**src/design/vsea_pkg.sv**
```systemverilog
// Shared constants and controller/datapath interface types for the vector aggregate block.
`timescale 1ns / 1ps
package vsea_pkg;

    localparam int DEF_MAX_VECTORS  = 32;
    localparam int DEF_MAX_LENGTH   = 64;
    localparam int DEF_SAMPLE_WIDTH = 16;

    localparam int POS_W = 6;
    localparam int LEN_W = 7;
    localparam logic [LEN_W-1:0] LEN_RESET = 7'd64;

    localparam logic MODE_MEDIAN = 1'b0;
    localparam logic MODE_MEAN   = 1'b1;

    // Register index as decoded from paddr[2]
    localparam logic REG_MODE   = 1'b0;
    localparam logic REG_LENGTH = 1'b1;

    typedef struct packed {
        logic we;        // store the incoming element
        logic re;        // read the store
        logic cand_ld;   // latch read data as median candidate
        logic cnt_upd;   // rank the read data against the candidate
        logic sum_add;   // accumulate read data
        logic first;     // first vector of a scan: restart counts or sum
        logic div_start; // start the mean division
        logic out_ld;    // load the output register
        logic mean;      // output register takes the quotient
        logic last;      // final position of the vector
        logic ovf;       // vectors were dropped in this set
    } t_dp_cmd;

    typedef struct packed {
        logic div_done;
        logic out_free;
        logic hit;
    } t_dp_sts;

endpackage

```
**src/design/vsea_ctrl.sv**
```systemverilog
// Controller: load sequencing, per-position median search and mean scan, result issue.
`timescale 1ns / 1ps
module vsea_ctrl
    import vsea_pkg::*;
#(
    parameter int MAX_VECTORS = DEF_MAX_VECTORS,
    parameter int MAX_LENGTH  = DEF_MAX_LENGTH
) (
    input  logic                     i_clk,
    input  logic                     i_rst_n,
    input  logic                     i_in_valid,
    output logic                     o_in_ready,
    input  logic                     i_end_of_set,
    input  logic                     i_mode,
    input  logic [LEN_W-1:0]         i_len,
    output t_dp_cmd                  o_cmd,
    input  t_dp_sts                  i_sts,
    output logic [$clog2(MAX_VECTORS+1)-1:0] o_n,
    output logic [((MAX_VECTORS > 1) ? $clog2(MAX_VECTORS) : 1)
                 + ((MAX_LENGTH > 1) ? $clog2(MAX_LENGTH) : 1) - 1:0] o_addr,
    output logic [POS_W-1:0]         o_out_pos
);

    localparam int VW = (MAX_VECTORS > 1) ? $clog2(MAX_VECTORS) : 1;
    localparam int PW = (MAX_LENGTH > 1) ? $clog2(MAX_LENGTH) : 1;
    localparam int CW = $clog2(MAX_VECTORS + 1);

    localparam logic [3:0] S_LOAD     = 4'd0;
    localparam logic [3:0] S_CAND_RD  = 4'd1;
    localparam logic [3:0] S_CAND_LD  = 4'd2;
    localparam logic [3:0] S_SCAN_RD  = 4'd3;
    localparam logic [3:0] S_SCAN_USE = 4'd4;
    localparam logic [3:0] S_CHECK    = 4'd5;
    localparam logic [3:0] S_SUM_RD   = 4'd6;
    localparam logic [3:0] S_SUM_USE  = 4'd7;
    localparam logic [3:0] S_DIV_GO   = 4'd8;
    localparam logic [3:0] S_DIV      = 4'd9;
    localparam logic [3:0] S_EMIT     = 4'd10;

    logic [3:0]    r_state, n_state;
    logic [PW-1:0] r_pos, n_pos;
    logic [CW-1:0] r_cnt, n_cnt;
    logic          r_ovf, n_ovf;
    logic [PW-1:0] r_p, n_p;
    logic [VW-1:0] r_i, n_i;
    logic [VW-1:0] r_j, n_j;

    logic [PW-1:0] n_pos_c;
    logic          n_store;
    logic          n_last_elem;
    logic          n_last_pos;
    logic          n_last_vec;
    logic [3:0]    n_scan_state;

    always_comb begin
        // Clamp the element index when the length shrank mid-vector
        n_pos_c     = ({{(LEN_W-PW){1'b0}}, r_pos} >= i_len) ? PW'(i_len - 1'b1) : r_pos;
        n_store     = r_cnt < CW'(MAX_VECTORS);
        n_last_elem = ({1'b0, {(LEN_W-PW){1'b0}}, n_pos_c} + 1'b1) >= {1'b0, i_len};
        n_last_pos  = {{(LEN_W-PW){1'b0}}, r_p} == (i_len - 1'b1);
        n_last_vec  = CW'(r_j) == (r_cnt - 1'b1);
        n_scan_state = (i_mode == MODE_MEAN) ? S_SUM_RD : S_CAND_RD;
    end

    always_comb begin
        n_state = r_state;
        n_pos   = r_pos;
        n_cnt   = r_cnt;
        n_ovf   = r_ovf;
        n_p     = r_p;
        n_i     = r_i;
        n_j     = r_j;
        o_cmd   = '0;
        o_addr  = {r_j, r_p};
        o_in_ready = 1'b0;
        o_cmd.mean = (i_mode == MODE_MEAN);
        o_cmd.last = n_last_pos;
        o_cmd.ovf  = r_ovf;
        o_cmd.first = (r_j == '0);

        case (r_state)
            S_LOAD: begin
                o_in_ready = 1'b1;
                o_addr     = {r_cnt[VW-1:0], n_pos_c};
                if (i_in_valid) begin
                    o_cmd.we = n_store;
                    if (!n_store) begin
                        n_ovf = 1'b1;
                    end
                    if (!n_last_elem) begin
                        n_pos = n_pos_c + 1'b1;
                    end else begin
                        n_pos = '0;
                        n_cnt = r_cnt + CW'(n_store);
                        if (i_end_of_set) begin
                            n_p     = '0;
                            n_i     = '0;
                            n_j     = '0;
                            n_state = n_scan_state;
                        end
                    end
                end
            end
            S_CAND_RD: begin
                o_cmd.re = 1'b1;
                o_addr   = {r_i, r_p};
                n_state  = S_CAND_LD;
            end
            S_CAND_LD: begin
                o_cmd.cand_ld = 1'b1;
                n_j     = '0;
                n_state = S_SCAN_RD;
            end
            S_SCAN_RD: begin
                o_cmd.re = 1'b1;
                n_state  = S_SCAN_USE;
            end
            S_SCAN_USE: begin
                o_cmd.cnt_upd = 1'b1;
                if (n_last_vec) begin
                    n_state = S_CHECK;
                end else begin
                    n_j     = r_j + 1'b1;
                    n_state = S_SCAN_RD;
                end
            end
            S_CHECK: begin
                if (i_sts.hit) begin
                    n_state = S_EMIT;
                end else begin
                    n_i     = r_i + 1'b1;
                    n_state = S_CAND_RD;
                end
            end
            S_SUM_RD: begin
                o_cmd.re = 1'b1;
                n_state  = S_SUM_USE;
            end
            S_SUM_USE: begin
                o_cmd.sum_add = 1'b1;
                if (n_last_vec) begin
                    n_state = S_DIV_GO;
                end else begin
                    n_j     = r_j + 1'b1;
                    n_state = S_SUM_RD;
                end
            end
            S_DIV_GO: begin
                o_cmd.div_start = 1'b1;
                n_state = S_DIV;
            end
            S_DIV: begin
                if (i_sts.div_done) begin
                    n_state = S_EMIT;
                end
            end
            S_EMIT: begin
                if (i_sts.out_free) begin
                    o_cmd.out_ld = 1'b1;
                    n_i = '0;
                    n_j = '0;
                    if (n_last_pos) begin
                        n_cnt   = '0;
                        n_ovf   = 1'b0;
                        n_pos   = '0;
                        n_state = S_LOAD;
                    end else begin
                        n_p     = r_p + 1'b1;
                        n_state = n_scan_state;
                    end
                end
            end
            default: begin
                n_state = S_LOAD;
            end
        endcase
    end

    always_ff @(posedge i_clk) begin
        if (!i_rst_n) begin
            r_state <= S_LOAD;
            r_pos   <= '0;
            r_cnt   <= '0;
            r_ovf   <= 1'b0;
            r_p     <= '0;
            r_i     <= '0;
            r_j     <= '0;
        end else begin
            r_state <= n_state;
            r_pos   <= n_pos;
            r_cnt   <= n_cnt;
            r_ovf   <= n_ovf;
            r_p     <= n_p;
            r_i     <= n_i;
            r_j     <= n_j;
        end
    end

    assign o_n       = r_cnt;
    assign o_out_pos = POS_W'(r_p);

    a_cnt_bound: assert property (@(posedge i_clk) disable iff (!i_rst_n)
        r_cnt <= CW'(MAX_VECTORS))
        else $error("stored vector count beyond capacity");

    a_agg_nonempty: assert property (@(posedge i_clk) disable iff (!i_rst_n)
        (r_state != S_LOAD) |-> (r_cnt != '0))
        else $error("aggregation running over an empty set");

    a_pos_in_len: assert property (@(posedge i_clk) disable iff (!i_rst_n)
        (r_state != S_LOAD) |-> ({{(LEN_W-PW){1'b0}}, r_p} < i_len))
        else $error("output position beyond vector length");

    a_out_room: assert property (@(posedge i_clk) disable iff (!i_rst_n)
        o_cmd.out_ld |-> i_sts.out_free)
        else $error("result loaded over an untaken result");

    a_set_closes: assert property (@(posedge i_clk) disable iff (!i_rst_n)
        (r_state == S_EMIT && i_sts.out_free && n_last_pos) |=>
            (r_state == S_LOAD && r_cnt == '0 && !r_ovf))
        else $error("set state not cleared after final result");

endmodule

```
**config.mk**
```make
export PLATFORM = sky130hd
export DESIGN_NAME = vsea_ctrl
export DESIGN_NICKNAME = d
export VERILOG_FILES = /design/src/design/vsea_pkg.sv /design/src/design/vsea_ctrl.sv
export SDC_FILE = /design/constraint.sdc
export NUM_CORES = 1
export LEC_CHECK = 0
export ABC_AREA = 1
export ABC_CLOCK_PERIOD_IN_PS = 6700
export BUFFER_PORTS_ARGS = -buffer_cell sky130_fd_sc_hd__buf_2
export CORE_MARGIN = 1.5
export CORE_UTILIZATION = 61
export CTS_CLUSTER_SIZE = 14
export DETAILED_ROUTE_END_ITERATION = 10
export PLACE_DENSITY = 0.93
export SLEW_MARGIN = 10
export SYNTH_ARGS = -nofsm -noshare
export SYNTH_HDL_FRONTEND = slang
export SYNTH_SLANG_ARGS = --single-unit
export TNS_END_PERCENT = 1
```
**constraint.sdc**
```tcl
create_clock -name i_clk -period 6.7 [get_ports i_clk]
set_clock_uncertainty 0.2 [all_clocks]
set_input_delay 0.335 -clock i_clk [delete_from_list [all_inputs] [get_ports i_clk]]
set_output_delay 0.335 -clock i_clk [all_outputs]
set_load 0.01 [all_outputs]
```
# Yosys cells after proc, flatten, opt, wreduce, memory -nomap -nowiden
# Cells that the tools add are included.
[word_totals]
ff_bits = 33
mem_count = 0
elab_cells = 104
out_inout_bits = 35
latch_bits = 0
in_bits = 15
mem_bits_ro = 0
ramBits = 0
[classes]
n_lt_le_gt_ge = 3
n_shift = 0
n_eq_ne = 22
muxes = 50
n_mul = 0
div = 0
reduce_logical = 14
bitwise_logic = 0
add_sub_neg = 8
[op_table]
columns = ["op", "count"]
rows = [
  ["$mux W6", 12],
  ["$pmux W4 S11", 1],
  ["$pmux W6 S2", 3],
  ["$mux W5", 6],
  ["$mux W4", 7],
  ["$pmux W11 S2", 1],
  ["$ne A2 B2 Y1 const B", 10],
  ["$pmux W5 S4", 1],
  ["$reduce_and A6 Y1", 3],
  ["$eq A4 B3 Y1 const B", 4],
  ["$pmux W5 S3", 1],
  ["$reduce_and A5 Y1", 3],
  ["$mux W1", 14],
  ["$add A6 B1 Y6 const B", 2],
  ["$eq A4 B4 Y1 const B", 3],
  ["$add A5 B1 Y5 const B", 2],
  ["$mux W3", 3],
  ["$eq A4 B2 Y1 const B", 2],
  ["$add A6 B1 Y7 const B", 1],
  ["$eq A6 B7 Y1", 1],
  ["$ge A6 B7 Y1", 1],
  ["$ge A7 B7 Y1", 1],
  ["$sub A7 B1 Y7 const B", 1],
  ["$add A6 B1 Y6", 1],
  ["13 further kinds", 13],
]

# Depth between registers and ports, before layout
[depth]
ltp_word = 7
mapped_depth = 26
ltp_nobuf = 25

# Worst setup path before layout
# OpenSTA, ideal clock, no wires.
[synth_timing]
path_kind = "input to register"
from = "in i_len[4]"
to = "reg r_state[1]"
path_buffers = 1
required_time_ns = 6.383
setup_time_ns = 0.117
setup_slack_ns = 2.927
cell_stages = 22
arrival_time_ns = 3.456
cell_sequence = "inv_1 ha_1 nand2_1 nand2_1 a21oi_4 nand3_4 buf_6 o21ai_2 ha_1 nand3_1 nand2_1 inv_1 ha_1 a21oi_1 o21a_1 nand3_1 nor2_1 clkinv_1 nand2_1 nor2_1 o21ai_0 nor2_1"
[synth_via]
elab_chain_len = 6
elab_cells_between_ends = 11
classes_between = "add/sub (2); order compare (2); eq/ne (2); mux (4); reduce/logical (1)"
[synth_rtl]
columns = ["element", "line_no", "source"]
rows = [
  ["start, declared", "vsea_ctrl.sv:15", "input logic [LEN_W-1:0] i_len,"],
  ["$sub A7 B1 Y7 or $ge A6 B7 Y1 (tied branches)", "vsea_ctrl.sv:60, vsea_ctrl.sv:57", ""],
  ["$mux W6", "vsea_ctrl.sv:57", "n_pos_c = ({{(LEN_W-PW){1'b0}}, r_pos} >= i_len) ? PW'(i_len - 1'b1) : r_pos;"],
  ["$add A6 B1 Y7", "vsea_ctrl.sv:59", "n_last_elem = ({1'b0, {(LEN_W-PW){1'b0}}, n_pos_c} + 1'b1) >= {1'b0, i_len};"],
  ["$ge A7 B7 Y1", "vsea_ctrl.sv:59", ""],
  ["$ne A2 B2 Y1 (no line)", "n/a", ""],
  ["$reduce_and A5 Y1 (no line)", "n/a", ""],
  ["end signal, assigned", "vsea_ctrl.sv:189", "r_state <= n_state;"],
  ["end, declared", "vsea_ctrl.sv:40", "logic [3:0] r_state, n_state;"],
]
# Parallel ways exist; a longest one is shown, timed or not. The select of a mux whose other input is x is not followed.
# A chain may end at the register's enable or synchronous reset.

# Worst setup path in the final report
[layout_timing]
from = "reg r_pos[2]"
to = "reg r_state[3]"
[layout_via]
elab_chain_len = 6
[layout_rtl]
columns = ["element", "line_no", "source"]
rows = [
  ["start, declared", "vsea_ctrl.sv:41", "logic [PW-1:0] r_pos, n_pos;"],
  ["start signal, assigned", "vsea_ctrl.sv:190", "r_pos <= n_pos;"],
  ["$ge A6 B7 Y1", "vsea_ctrl.sv:57", ""],
  ["$mux W6 (*)", "vsea_ctrl.sv:57", ""],
  ["$add A6 B1 Y7 (*)", "vsea_ctrl.sv:59", ""],
  ["$ge A7 B7 Y1 (*)", "vsea_ctrl.sv:59", ""],
  ["$ne A2 B2 Y1 (no line) (*)", "n/a", ""],
  ["$reduce_and A5 Y1 (no line) (*)", "n/a", ""],
]
# Mark *: on every way between the ends. The rest lies on a longest branch, timed or not.

==> results.yml <==
critical_path:
  path_cells: "ha_1 > a21oi_1 > nand2_1 > nand2_1 > nand3_4 > o21ai_2 > ha_1 > xor2_1 > inv_1 > ha_1 > a21oi_1 > o21ai_0 > nand4_1 > nand3_1 > nor2_1 > clkinv_1 > nand2_1 > nor2_1 > inv_1 > nand2_1 > a21oi_1"
  crit_path_max_incr_delay_ps: 380
  cp-startpoint: "r_pos[2]"
  r2r_start: "r_pos[2]"
  crit_family: "simple AND/OR/NAND/NOR gates"
  worst-path-buf-inv: 3
  cpMaxStageDelayCell: "dfxtp_1"
  cp.arrival_ps: 4250
  critPathKind: "flip-flop to flip-flop"
  crit_path_max_fanout: 12
  cp-start-kind: "flip-flop"
  critPathRequiredTime_ps: 6720
  crit_top_cell: "nand2_1"
  endpoint_kind: "flip-flop"
final_layout:
  design_area_mm2: 0.00364
  area_delta_synth_final_pct: 10.9
  drive_gt1_share_pct: 19.1
  nNetsFinal: 603
  layout_common_cells: "nand2_1, inv_1, nor2_1"
  regArea_um2: 661
  antenna_cells: 0
  layout_commonest_cell: "nand2_1"
  multi_input_area_mm2: 0.00228
  fill_cells: 449
floorplan:
  fp-row-count: 26
  start_util_pct: 63.8
  core_mm2: 0.00514
  die_w_um: 76.3
  dieArea_mm2: 0.00582
  fp.dieH_um: 76.3
  io_pins: 50
global_routing:
  grt_pass1_vias: 3113
  grt_overflow_total: 0
  grt_max_degree: 24
  antenna_found_initial: 0
  grt_pass1_wl_mm: 14.1
  grtUsageTotal_pct: 29.7
clocking:
  cts_root_buffer: "clkbuf_8"
  cts_buffer_depth: 2
  post_cts.repair.setup_buffers: 0
  cts_buffers: 5
  clock_latency_ps: 290
  cts_max_level: 2
  cts_tree: "yes"
  ctsHoldBuffers: 0
  clock-sinks: 33
  ctsResizeCount: 0
  path_clk_slew_ps: 70
logic_synthesis:
  syn_nets: 558
  ys_ff_latch: 33
  yosys.area.top_type_share_pct: 20.2
  syn_area_per_cell_um2: 6.29
  synth_seq_area_share_pct: 20.2
  synth.cell_area_mm2: 0.00328
  ys_types: 40
  synth_cells: 521
  synth_area_leader_cell: "dfxtp_1"
  synth_edf_count: 0
  synthTopCellsByArea: "dfxtp_1, nand2_1, ha_1"
  async_reset_ff_share_pct: 0
  synth_ff_type: "dfxtp_1"
  yosys_warnings: 0
route:
  route.detailed.drc: 0
  drtIter0Drc: 264
  viasPerCell: 5.52
  first_pass_iters: 5
  vias: 3509
  routed_wirelength_mm: 8.36
  avgRoutedWirePerCell_um: 13.1
  antenna_left: 0
placement:
  place_area_mm2: 0.00355
  dp_hpwl_mm: 6.61
  dp_slack_ps: 2330
  place_congestion: 0.967
  numPortBuffers: 49
outcome:
  outcome: "complete, no violations"
timing:
  setup_tns_ps: 0
  fmaxAchievable_ghz: 0.236
  slew_headroom_pct: 50.8
  setup_viol: 0
  finalHoldViolCount: 0
  setup_ws_ps: 2470
  drv_slew: 0
  tightestPinTransition_ps: 738
  period_needed_ps: 4230
  rsz0062_at_grt: "no"
  post-route-period-util_pct: 63.2
pwr:
  swShare_pct: 37.2
  clockPowerShare_pct: 27.6
  internal_power_w: 0.000351
  power.density_mw_per_mm2: 154
  seq_power_share_pct: 38.3
  pwr-share-comb_pct: 34.2
  total_power_w: 0.000559
  ir_drop_uv: 150
  total_switching_power_w: 0.000208
  cellLeakagePower_nw: 1.77
worst_hold_path:
  min-delay-start: "i_sts[2]"
  hold_class: "input port to flip-flop"
flow_run:
  max-cap-violations: 0
==> cell type report <==
class | instances | area share (%)
inverter | 72 | 7.54
tap | 70 | 2.41
timing repair buffer | 49 | 6.74
multi-input combinational | 405 | 62.8
clock buffer | 7 | 2.37
sequential | 33 | 18.2
==> state kept, by name, summed over array words and instances (netlist names) <==
register and flops:
r_ovf 1, o_n 6, r_j 5, r_i 5, r_state 4, r_pos 6, o_out_pos 6
==> cell families (layout without fill, tap and decap cells) <==
kind of cell,after synthesis,in the layout,share of synthesized area [%]
adder cells (fa/ha/maj),22,22,8.40
buffers and inverters,83,128,10.2
AO/OA/AOI/OAI,61,61,11.0
flip-flops,33,33,20.2
AND/OR/NAND/NOR,299,299,44.0
XOR/XNOR,23,23,6.15
==> per-stage QoR <==
step	std cells	util [%]	hold WS (ps)
after floorplan	521	-	245
after global placement	629	69.1	256
after detailed placement	629	69.1	288
after CTS	636	70.7	143
after global routing	636	70.7	171
final	636	70.7	160
==> routing by layer <==
metal	global-route usage (%)	vias to the layer above	share of wire [%]	wire length, um
li1	-	1778	-	-
met1	41.5	1567	46	3880
met2	46.3	149	44	3650
met3	5.27	15	8.4	701
met4	9.26	0	1.5	126
met5	0	-	0	0
==> path summary, 6_finish.rpt <==
kind | to | depth (start not counted) | slack (ps)
max | r_state[3] | 21 | 2470
max reg2reg | r_state[3] | 21 | 2470
min reg2reg | r_i[4] | 2 | 300
min | r_state[0] | 4 | 160
==> cells in the mapped netlist, types with 6 or more instances <==
library cell / n
nor2_2: 8
inv_2: 10
inv_1: 59
ha_1: 22
nor3_1: 7
o21ai_0: 15
a21oi_1: 28
nand2_1: 144
nand4_1: 26
xnor2_1: 9
xor2_1: 14
clkbuf_1: 6
nor2_1: 53
dfxtp_1: 33
nand3_1: 30
nand2_2: 11
==> power by group through the flow <==
stage / Combinational, W / Sequential (W) / Clock [W]
2_1_floorplan: 0.000141 / 0.000216 / 0
3_3_place_gp: 0.000183 / 0.000217 / 0
3_5_place_dp: 0.000187 / 0.000218 / 0
4_1_cts: 0.000189 / 0.000214 / 0.000153
5_1_grt: 0.000215 / 0.000215 / 0.000165
6_report: 0.000191 / 0.000214 / 0.000154
==> tightest hold or removal path: stages <==
cell     delay (ps)
buf_2            70
nor2_1           50
nand2_1          70
a21oi_1          70
No activity file was read; power rests on OpenSTA's default activity.
